<file path="src/rtl/core/gas_pkg.sv">
// Shared types and constants of the global alignment score block.
// Depends on nothing; used by every module of the block.
`default_nettype none

package gas_pkg;

    localparam int QUERY_MAX     = 256;
    localparam int REFERENCE_MAX = 65535;

    localparam int QCNT_W  = $clog2(QUERY_MAX + 1);
    localparam int RCNT_W  = $clog2(REFERENCE_MAX + 1);
    localparam int SCORE_W = $clog2(2 * (QUERY_MAX + REFERENCE_MAX)) + 1;
    localparam int SYM_W   = 8;

    typedef logic signed [SCORE_W-1:0] t_score;
    typedef logic [SYM_W-1:0]          t_sym;

    localparam t_score SCORE_MATCH    = t_score'(1);
    localparam t_score SCORE_MISMATCH = t_score'(-1);
    localparam t_score SCORE_GAP      = t_score'(-2);

    typedef enum logic [1:0] {
        MODE_LOAD   = 2'd0,
        MODE_REF    = 2'd1,
        MODE_FINISH = 2'd2
    } t_mode;

    typedef enum logic [1:0] {
        KIND_LOAD   = 2'd0,
        KIND_REF    = 2'd1,
        KIND_FINISH = 2'd2
    } t_kind;

    // One token travelling down the cell chain.
    typedef struct packed {
        logic   valid;
        t_kind  kind;
        t_sym   sym;
        t_score val_a;   // load value, new score of the upper cell, or carried result
        t_score val_b;   // old score of the upper cell (diagonal source)
        logic   ovf;
    } t_token;

endpackage

`default_nettype wire

</file>
<file path="src/rtl/core/gas_feed.sv">
// Input decoder of the alignment block: sequence counters, first score row
// entry and overflow flag; turns accepted beats into chain tokens. Uses gas_pkg.
`default_nettype none

module gas_feed (
    input  wire                  i_clk,
    input  wire                  i_rst_n,
    input  wire                  i_accept,
    input  wire [1:0]            i_mode,
    input  wire [7:0]            i_symbol,
    output gas_pkg::t_token      o_tok
);

    logic [gas_pkg::QCNT_W-1:0] r_qcount, n_qcount;
    logic [gas_pkg::RCNT_W-1:0] r_rcount, n_rcount;
    gas_pkg::t_score            r_qgap, n_qgap;   // -2 times the query length
    gas_pkg::t_score            r_col0, n_col0;   // -2 times the reference length
    logic                       r_ovf, n_ovf;

    always_comb begin
        n_qcount = r_qcount;
        n_rcount = r_rcount;
        n_qgap   = r_qgap;
        n_col0   = r_col0;
        n_ovf    = r_ovf;
        o_tok       = '0;
        o_tok.sym   = i_symbol;
        if (i_accept) begin
            case (i_mode)
                gas_pkg::MODE_LOAD: begin
                    if ((r_rcount != '0) ||
                        (r_qcount == gas_pkg::QCNT_W'(gas_pkg::QUERY_MAX))) begin
                        n_ovf = 1'b1;
                    end else begin
                        n_qcount    = r_qcount + gas_pkg::QCNT_W'(1);
                        n_qgap      = r_qgap + gas_pkg::SCORE_GAP;
                        o_tok.valid = 1'b1;
                        o_tok.kind  = gas_pkg::KIND_LOAD;
                        o_tok.val_a = r_qgap + gas_pkg::SCORE_GAP;
                    end
                end
                gas_pkg::MODE_REF: begin
                    if (r_rcount == gas_pkg::RCNT_W'(gas_pkg::REFERENCE_MAX)) begin
                        n_ovf = 1'b1;
                    end else begin
                        n_rcount    = r_rcount + gas_pkg::RCNT_W'(1);
                        n_col0      = r_col0 + gas_pkg::SCORE_GAP;
                        o_tok.valid = 1'b1;
                        o_tok.kind  = gas_pkg::KIND_REF;
                        o_tok.val_a = r_col0 + gas_pkg::SCORE_GAP;
                        o_tok.val_b = r_col0;
                    end
                end
                gas_pkg::MODE_FINISH: begin
                    o_tok.valid = 1'b1;
                    o_tok.kind  = gas_pkg::KIND_FINISH;
                    o_tok.val_a = r_col0;
                    o_tok.ovf   = r_ovf;
                    n_qcount    = '0;
                    n_rcount    = '0;
                    n_qgap      = '0;
                    n_col0      = '0;
                    n_ovf       = 1'b0;
                end
                default: begin
                end
            endcase
        end
    end

    always_ff @(posedge i_clk) begin
        if (!i_rst_n) begin
            r_qcount <= '0;
            r_rcount <= '0;
            r_qgap   <= '0;
            r_col0   <= '0;
            r_ovf    <= 1'b0;
        end else begin
            r_qcount <= n_qcount;
            r_rcount <= n_rcount;
            r_qgap   <= n_qgap;
            r_col0   <= n_col0;
            r_ovf    <= n_ovf;
        end
    end

endmodule

`default_nettype wire

</file>
<file path="config.mk">
export PLATFORM = sky130hd
export DESIGN_NAME = gas_feed
export DESIGN_NICKNAME = d
export VERILOG_FILES = /design/src/rtl/core/gas_pkg.sv /design/src/rtl/core/gas_feed.sv
export SDC_FILE = /design/constraint.sdc
export NUM_CORES = 1
export LEC_CHECK = 0
export BUFFER_PORTS_ARGS = -buffer_cell sky130_fd_sc_hd__buf_2
export CORE_MARGIN = 5
export CORE_UTILIZATION = 25
export CTS_CLUSTER_DIAMETER = 120
export CTS_CLUSTER_SIZE = 14
export DETAILED_ROUTE_END_ITERATION = 8
export GPL_TIMING_DRIVEN = 0
export SLEW_MARGIN = 15
export SYNTH_ARGS = -nofsm -noshare
export SYNTH_HDL_FRONTEND = slang
export SYNTH_SLANG_ARGS = --single-unit
</file>
<file path="constraint.sdc">
create_clock -name i_clk -period 3.2 [get_ports i_clk]
set_input_delay 0.64 -clock i_clk [delete_from_list [all_inputs] [get_ports i_clk]]
set_output_delay 0.64 -clock i_clk [all_outputs]
set_load 0.01 [all_outputs]
</file>
==> results.toml <==
[status]
status = "finished clean"

[synthesis]
synthCells = 531
syn_area_um2 = 3930
ys.flop_type = "dfxtp_1"
synth_edf_count = 0
async_flop_share = 0
avgSynthCellArea_um2 = 7.40
netlist.area_leader.share = 0.316
synth_seq_cells = 62
synth_area_leaders = "dfxtp_1 32%, a21oi_1 6.4%, nor2_1 5.9%"
synth_common_cells = "62 x dfxtp_1, 62 x nor2_1, 50 x a21oi_1, 45 x nand2_1, 35 x o21ai_0"
synth.distinct_cells = 55
synth_seq_area_share = 0.316
synth_top_area_cell = "dfxtp_1"
synth_warnings = 0

[worst_setup_path]
critPathArrivalTime_ps = 2510
worst_setup_path_end_kind = "output pin"
worstPathRequired_ps = 2560
critPathKind = "register to output pin"
cp-start-kind = "register"
crit_fanout = 5

[route]
vias_per_cell = 4.95
drt-initial-drc-count = 363
drt-wirelength-per-cell_um = 15.7
antenna_left = 0
drc_errors = 0
wirelength_um = 12700
vias = 4017
firstDrtPassIters = 5

[sta]
skew_ps = 7.98
max_slew.worst_pin.slew_ps = 681
fin_hold_ws_ps = 469
fin_crit_sh = 0.985
fmax_mhz = 317
setup_viol = 0
relSlewSlack = 0.546
drv_slew = 0
period_needed_ps = 3150
rsz0062_at_grt = "true"
setup_ws_ps = 46.9
hold_viol_final = 0

[global_route]
grt_max_degree = 20
overflow = 0
grt_pass1_vias = 3620
antenna_found_initial = 0
grt_pass1_wl_um = 19700
track_usage = 0.134

[die]
die_h_um = 135
die_w_um = 135
fp.dieArea_um2 = 18300
placementRows = 45
initial_core_util = 0.257
ios = 63
core_area_um2 = 15300

[placement]
gp_congestion = 0.842
place_area_um2 = 4440
dp_hpwl_um = 9190
port_buffers = 49
pre_cts_ws_ps = -305

[clock_tree]
clk_latency_ps = 330
cts.sinks = 62
clk_pin_slew_ps = 60
cts_root_buf = "clkbuf_16"
clk_path_buf_depth = 2
numCtsBuffers = 9
htreeDepth = 3
hold_buffers = 0
cts_tree = "done"

[finish]
final_nets = 614
n_antenna_cell = 0
final_cell_area_um2 = 4920
drive_above_1_share = 0.220
syn2layout_area_growth_pct = 25.2

[power]
ir_worst_vdd_mv = 0.231
leakage_nw = 1.93
power.density_nw_per_um2 = 487

[job]
cap_violations = 0

[hold_path]
holdCritPathClass = "register to register"
-- routing by layer --
metal / share of wire / up-vias / track usage
met5: 0 / - / 0
met4: 0.018 / 0 / 0.0426
met3: 0.059 / 16 / 0.0238
met2: 0.47 / 147 / 0.218
met1: 0.45 / 1851 / 0.180
li1: - / 2003 / -
-- area by class of cell --
type	count	area, um2
fill	1664	10400
multi-input combinational	413	2560
sequential	62	1250
timing repair buffer	54	283
tap	211	264
clock buffer	12	256
buffer	41	220
inverter	14	52.6
clock inverter	4	45.0
-- cell families after synthesis --
logic type,count (synthesis),share of synthesized area
simple gates,233,0.310
compound gates,133,0.201
flops,62,0.316
buf+inv,57,0.0665
xor+xnor,39,0.0869
fa+ha+maj,6,0.0191
other cells,1,0.000954
-- where the power goes --
part           internal (mW)  switching [mW]
registers              0.797          0.0326
logic                  0.229           0.340
clock network          0.642           0.356
total                   1.67           0.729
-- critical path: stages (launching register included) --
cell,delay (ps)
dfxtp_1,320
or4_4,560
nand2b_4,180
or4_4,570
xor2_1,160
o211ai_1,220
buf_2,170
-- cell usage in the layout (no fill, tap or decap), types with 11 or more instances in the layout --
| cell | count |
|---|---|
| buf_4 | 17 |
| o21ai_0 | 31 |
| dfxtp_1 | 58 |
| xor2_1 | 19 |
| xnor2_1 | 19 |
| nand3_1 | 14 |
| or3_1 | 16 |
| inv_1 | 12 |
| nand2_1 | 45 |
| nor3_1 | 17 |
| a22oi_1 | 11 |
| clkbuf_1 | 16 |
| buf_2 | 55 |
| nor2_1 | 61 |
| a21oi_1 | 47 |
| and2_1 | 16 |
-- state kept, by name (all words and copies together), names as in the netlist --
signal,count
r_qgap,18
r_rcount,16
r_col0,18
r_qcount,9
r_ovf,1
-- worst paths after layout --
| check | slack, ps | cells past startpoint | startpoint | end |
|---|---|---|---|---|
| worst max-delay path | 50 | 6 | r_qgap[9]$_SDFFE_PN0P_ | o_tok[36] |
| worst min-delay path | 470 | 2 | r_ovf$_SDFFE_PN0P_ | r_ovf$_SDFFE_PN0P_ |
| worst max register to register | 840 | 6 | r_rcount[3]$_SDFFE_PN0P_ | r_qgap[6]$_SDFFE_PN0P_ |
| worst min register to register | 470 | 2 | r_ovf$_SDFFE_PN0P_ | r_ovf$_SDFFE_PN0P_ |
-- repair_timing --
action	4_1_cts	5_1_grt
pin swaps	1	4
resized for setup	21	29
buffers inserted	1	4
endpoints found under the hold margin	0	0
endpoints found under the setup margin	35	15
-- through the flow --
step | total power [mW] | instances | TNS [ps] | util
finish | 2.40 | 811 | 0 | 0.321
global route | 2.50 | 811 | -140 | 0.321
global placement | 1.35 | 792 | -2320 | 0.290
detailed placement | 1.35 | 792 | -2310 | 0.290
floorplan | 1.21 | 532 | 0 | -
CTS | 2.36 | 808 | 0 | 0.314
Power figures use the tool's default switching activity.
