`src/rtl/core/gas_pkg.sv`:
```
// Shared types and constants of the global alignment score block.
// Depends on nothing; used by every module of the block.
`default_nettype none

package gas_pkg;

    localparam int QUERY_MAX     = 256;
    localparam int REFERENCE_MAX = 65535;

    localparam int QCNT_W  = $clog2(QUERY_MAX + 1);
    localparam int RCNT_W  = $clog2(REFERENCE_MAX + 1);
    localparam int SCORE_W = $clog2(2 * (QUERY_MAX + REFERENCE_MAX)) + 1;
    localparam int SYM_W   = 8;

    typedef logic signed [SCORE_W-1:0] t_score;
    typedef logic [SYM_W-1:0]          t_sym;

    localparam t_score SCORE_MATCH    = t_score'(1);
    localparam t_score SCORE_MISMATCH = t_score'(-1);
    localparam t_score SCORE_GAP      = t_score'(-2);

    typedef enum logic [1:0] {
        MODE_LOAD   = 2'd0,
        MODE_REF    = 2'd1,
        MODE_FINISH = 2'd2
    } t_mode;

    typedef enum logic [1:0] {
        KIND_LOAD   = 2'd0,
        KIND_REF    = 2'd1,
        KIND_FINISH = 2'd2
    } t_kind;

    // One token travelling down the cell chain.
    typedef struct packed {
        logic   valid;
        t_kind  kind;
        t_sym   sym;
        t_score val_a;   // load value, new score of the upper cell, or carried result
        t_score val_b;   // old score of the upper cell (diagonal source)
        logic   ovf;
    } t_token;

endpackage

`default_nettype wire

```
`src/rtl/core/gas_cell.sv`:
```
// One cell of the systolic chain: holds one query symbol and one score entry.
// Depends on gas_pkg.
`default_nettype none

module gas_cell (
    input  wire             i_clk,
    input  wire             i_rst_n,
    input  wire             i_adv,
    input  gas_pkg::t_token i_tok,
    output gas_pkg::t_token o_tok
);

    gas_pkg::t_token r_tok, n_tok;
    logic            r_active, n_active;
    gas_pkg::t_sym   r_sym, n_sym;
    gas_pkg::t_score r_val, n_val;

    gas_pkg::t_score w_pair, w_diag, w_up, w_left, w_best0, w_best;

    always_comb begin
        w_pair  = (i_tok.sym == r_sym) ? gas_pkg::SCORE_MATCH : gas_pkg::SCORE_MISMATCH;
        w_diag  = i_tok.val_b + w_pair;
        w_up    = i_tok.val_a + gas_pkg::SCORE_GAP;
        w_left  = r_val + gas_pkg::SCORE_GAP;
        w_best0 = (w_up > w_diag) ? w_up : w_diag;
        w_best  = (w_left > w_best0) ? w_left : w_best0;
    end

    always_comb begin
        n_tok    = i_tok;
        n_active = r_active;
        n_sym    = r_sym;
        n_val    = r_val;
        if (i_tok.valid) begin
            case (i_tok.kind)
                gas_pkg::KIND_LOAD: begin
                    // The first free cell takes the symbol and absorbs the beat.
                    if (!r_active) begin
                        n_active    = 1'b1;
                        n_sym       = i_tok.sym;
                        n_val       = i_tok.val_a;
                        n_tok.valid = 1'b0;
                    end
                end
                gas_pkg::KIND_REF: begin
                    if (r_active) begin
                        n_val       = w_best;
                        n_tok.val_a = w_best;
                        n_tok.val_b = r_val;
                    end
                end
                gas_pkg::KIND_FINISH: begin
                    if (r_active) begin
                        n_tok.val_a = r_val;
                        n_active    = 1'b0;
                    end
                end
                default: begin
                end
            endcase
        end
    end

    always_ff @(posedge i_clk) begin
        if (!i_rst_n) begin
            r_tok    <= '0;
            r_active <= 1'b0;
        end else if (i_adv) begin
            r_tok    <= n_tok;
            r_active <= n_active;
        end
    end

    always_ff @(posedge i_clk) begin
        if (i_adv) begin
            r_sym <= n_sym;
            r_val <= n_val;
        end
    end

    assign o_tok = r_tok;

endmodule

`default_nettype wire

```
`config.mk`:
```
export PLATFORM = sky130hd
export DESIGN_NAME = gas_cell
export DESIGN_NICKNAME = d
export VERILOG_FILES = /design/src/rtl/core/gas_pkg.sv /design/src/rtl/core/gas_cell.sv
export SDC_FILE = /design/constraint.sdc
export NUM_CORES = 1
export LEC_CHECK = 0
export BUFFER_PORTS_ARGS = -buffer_cell sky130_fd_sc_hd__buf_2
export CORE_ASPECT_RATIO = 1.4
export CORE_MARGIN = 2
export CORE_UTILIZATION = 50
export DETAILED_ROUTE_END_ITERATION = 7
export PLACE_DENSITY = 0.77
export REMOVE_ABC_BUFFERS = 1
export SLEW_MARGIN = 30
export SYNTH_ARGS = -nofsm -noshare
export SYNTH_HDL_FRONTEND = slang
export SYNTH_SLANG_ARGS = --single-unit
```
`constraint.sdc`:
```
create_clock -name i_clk -period 9.9 [get_ports i_clk]
set_input_delay 1.98 -clock i_clk [delete_from_list [all_inputs] [get_ports i_clk]]
set_output_delay 1.98 -clock i_clk [all_outputs]
set_load 0.01 [all_outputs]
```
==> insert_results.sql <==
INSERT INTO impl_metrics (metric_group, metric, value, unit) VALUES
('status', 'run_status', 'complete, no violations', ''),
('placement', 'detailed_place_hpwl', '16400', 'um'),
('sta', 'holdWs', '0.476', 'ns'),
('clock_tree', 'cts.repair.resized', '0', ''),
('sta', 'worst_clock_skew', '0.0111', 'ns'),
('logic_synthesis', 'netlist_instances', '878', ''),
('logic_synthesis', 'synth.avg_cell_area', '8.09', 'um^2'),
('logic_synthesis', 'synth.ff_latch_count', '78', ''),
('logic_synthesis', 'count_of_distinct_cell_types_in_the_synthesized_netlist', '64', ''),
('floorplanning', 'start_util', '51.1', '%'),
('clock_tree', 'clkSlewWorstSetupHoldPaths', '0.07', 'ns'),
('global_routing', 'antenna_found_initial', '0', ''),
('detailed_routing', 'post_drt_wl_per_cell', '19.2', 'um'),
('setup_path', 'critical_path.endpoint_type', 'flop', ''),
('detailed_routing', 'dr.pass1.iters', '5', ''),
('flow_run', 'max_cap_violations', '0', ''),
('power_and_ir_drop', 'ir_worst_vdd', '0.0705', 'mV'),
('floorplanning', 'die-height', '145', 'um'),
('setup_path', 'setup.worst_path.class', 'in2reg', ''),
('detailed_routing', 'number_of_drc_violations_after_detailed_routing_iteration_0', '488', ''),
('placement', 'post-place-cells', '1131', ''),
('min_path', 'timing.hold.worst.class', 'reg2reg', ''),
('clock_tree', 'worst_skew_pair.late_latency', '0.35', 'ns'),
('power_and_ir_drop', 'post-layout-total-power', '1.02', 'mW'),
('placement', 'finalWeightedCongestion', '0.960', ''),
('setup_path', 'slowest_stage', 'sky130_fd_sc_hd__mux2i_1', ''),
('sta', 'timing.max_slew.rel_slack', '43.4', '%'),
('floorplanning', 'die_width', '105', 'um'),
('floorplanning', 'die_area', '15200', 'um^2'),
('detailed_routing', 'vias_per_cell', '6.10', ''),
('logic_synthesis', 'synth_area', '7110', 'um^2'),
('setup_path', 'worst-path-buf-inv', '5', ''),
('min_path', 'hold_start', 'o_tok[14]$_SDFFE_PN0P_', ''),
('logic_synthesis', 'yosys-top-cells-count', 'sky130_fd_sc_hd__nand2_1 (101), sky130_fd_sc_hd__o21ai_0 (71), sky130_fd_sc_hd__ha_1 (56)', ''),
('sta', 'finalHoldViolations', '0', ''),
('clock_tree', 'clock-sinks', '78', ''),
('sta', 'maxSlewViolCount', '0', ''),
('power_and_ir_drop', 'power_density', '126', 'nW/um^2'),
('setup_path', 'rrSetupSlack', '2.11', 'ns'),
('global_routing', 'first_pass_grt_wire_length', '35100', 'um'),
('logic_synthesis', 'post_synth_edffs', '27', ''),
('sta', 'grt_setup_unrepaired', 'no', ''),
('detailed_routing', 'drc', '0', ''),
('logic_synthesis', 'synth.top_cells.by_area', 'sky130_fd_sc_hd__dfxtp_1 (14%), sky130_fd_sc_hd__edfxtp_1 (11%), sky130_fd_sc_hd__ha_1 (9.9%)', ''),
('setup_path', 'arrival', '9.38', 'ns'),
('layout', 'finalNetCount', '1067', ''),
('layout', 'final_layout_size_suffix_gt1_share', '16.7', '%'),
('global_routing', 'grt_max_degree', '60', ''),
('clock_tree', 'cts-buffers-inserted', '9', ''),
('logic_synthesis', 'asyncSetResetFlopFracSynth', '0', '%'),
('setup_path', 'worstPathMaxFanout', '23', ''),
('sta', 'min_period', '9.16', 'ns'),
('global_routing', 'track_usage', '29.0', '%'),
('sta', 'final_setup_violation_count', '0', ''),
('setup_path', 'critical_path.reg2reg.endpoint', 'o_tok[33]$_SDFFE_PN0P_', ''),
('power_and_ir_drop', 'p_leak', '3.64', 'nW'),
('min_path', 'whs_endpoint', 'o_tok[14]$_SDFFE_PN0P_', ''),
('layout', 'number_of_antenna_cells_inserted', '0', ''),
('setup_path', 'critPathMaxStageDelay', '0.44', 'ns'),
('clock_tree', 'h_tree_levels', '3', ''),
('logic_synthesis', 'postSynth.topFlopCell', 'sky130_fd_sc_hd__dfxtp_1', ''),
('global_routing', 'globalRouteOverflowTotal', '0', ''),
('layout', 'final_util', '58.2', '%'),
('layout', 'areaGrowthSynthToFinish', '13.9', '%'),
('clock_tree', 'post_cts_hold_buffers', '0', ''),
('global_routing', 'grt_pass1_vias', '6792', ''),
('detailed_routing', 'final_antenna_net_count', '0', ''),
('floorplanning', 'placeableCoreArea', '13900', 'um^2'),
('detailed_routing', 'via_count', '6998', ''),
('logic_synthesis', 'synth-warning-count', '0', ''),
('clock_tree', 'clock_tree_from_tritoncts', 'done', '');
## power breakdown
part | leakage, nW | total [mW] | switching, mW | internal (mW)
Sequential | 0.667 | 0.364 | 0.0129 | 0.351
Clock | 0.137 | 0.332 | 0.156 | 0.176
Combinational | 2.83 | 0.323 | 0.190 | 0.133
Total | 3.64 | 1.02 | 0.359 | 0.660
## through the flow
step	setup TNS [ns]	setup WS (ns)
floorplan	-14.28	-0.855
global placement	0	0.578
detailed placement	0	0.358
CTS	0	0.713
global route	0	0.107
finish	0	0.742
## state kept, by name, summed over array words and instances (netlist names)
| signal | cells |
|---|---|
| r_val | 19 |
| r_sym | 8 |
| o_tok | 50 |
| r_active | 1 |
## placed cells by master, fill, tap and decap left out, types with 29 or more instances in the layout
cell / n
sky130_fd_sc_hd__inv_1: 44
sky130_fd_sc_hd__ha_1: 56
sky130_fd_sc_hd__nand2_1: 101
sky130_fd_sc_hd__o21ai_0: 70
sky130_fd_sc_hd__xnor2_1: 29
sky130_fd_sc_hd__nor2_1: 51
sky130_fd_sc_hd__a21oi_1: 48
sky130_fd_sc_hd__dfxtp_1: 51
sky130_fd_sc_hd__mux2i_1: 49
sky130_fd_sc_hd__buf_2: 101
sky130_fd_sc_hd__nor3_1: 34
## logic make-up (layout without fill, tap and decap cells)
group / after synthesis / count (layout) / share of synthesized area, %
simple gates: 287 / 287 / 19.5
compound gates: 244 / 244 / 23.5
buf+inv: 99 / 183 / 5.46
flops: 78 / 78 / 25.8
mux: 60 / 60 / 8.80
fa+ha+maj: 58 / 58 / 10.3
xor+xnor: 52 / 52 / 6.73
## worst register-to-register path, delay by kind of cell, from the launching register on
family                   cells  cell delay [ns]
AO/OA/AOI/OAI               16             3.51
adder cells (fa/ha/maj)      4             1.40
AND/OR/NAND/NOR              8             1.14
buffers and inverters        4             0.64
multiplexers                 1             0.44
flip-flops                   1             0.38
XOR/XNOR                     1             0.17
## final cells by class
class                      count  area, um^2
clock buffer                   9         225
clock inverter                 7        63.8
fill                        1330        5820
inverter                      44         165
multi-input combinational    701        4890
sequential                    78        1830
tap                          185         231
timing repair buffer         123         683
## per-layer routing
layer  track usage [%]  vias to the layer above  wire length, um
met5                 0                        -                0
met4              21.9                        0             1660
met3              3.77                       85             1470
met2              48.0                      342            10600
met1              33.7                     3188             8320
li1                  -                     3383                -
## worst max-delay path by stage
| stage | start | end | slack [ns] | depth (start not counted) |
|---|---|---|---|---|
| finish | i_tok[40] | o_tok[33]$_SDFFE_PN0P_ | 0.74 | 35 |
| global route | i_tok[40] | r_val[3]$_DFFE_PP_ | 0.11 | 35 |
| floorplan | i_tok[42] | r_val[3]$_DFFE_PP_ | -0.85 | 33 |
| detailed placement | i_tok[40] | r_val[3]$_DFFE_PP_ | 0.36 | 35 |
| global placement | i_tok[40] | r_val[3]$_DFFE_PP_ | 0.58 | 35 |
| CTS | i_tok[40] | r_val[3]$_DFFE_PP_ | 0.71 | 35 |
Note: power is estimated with default switching activity, not from simulation.
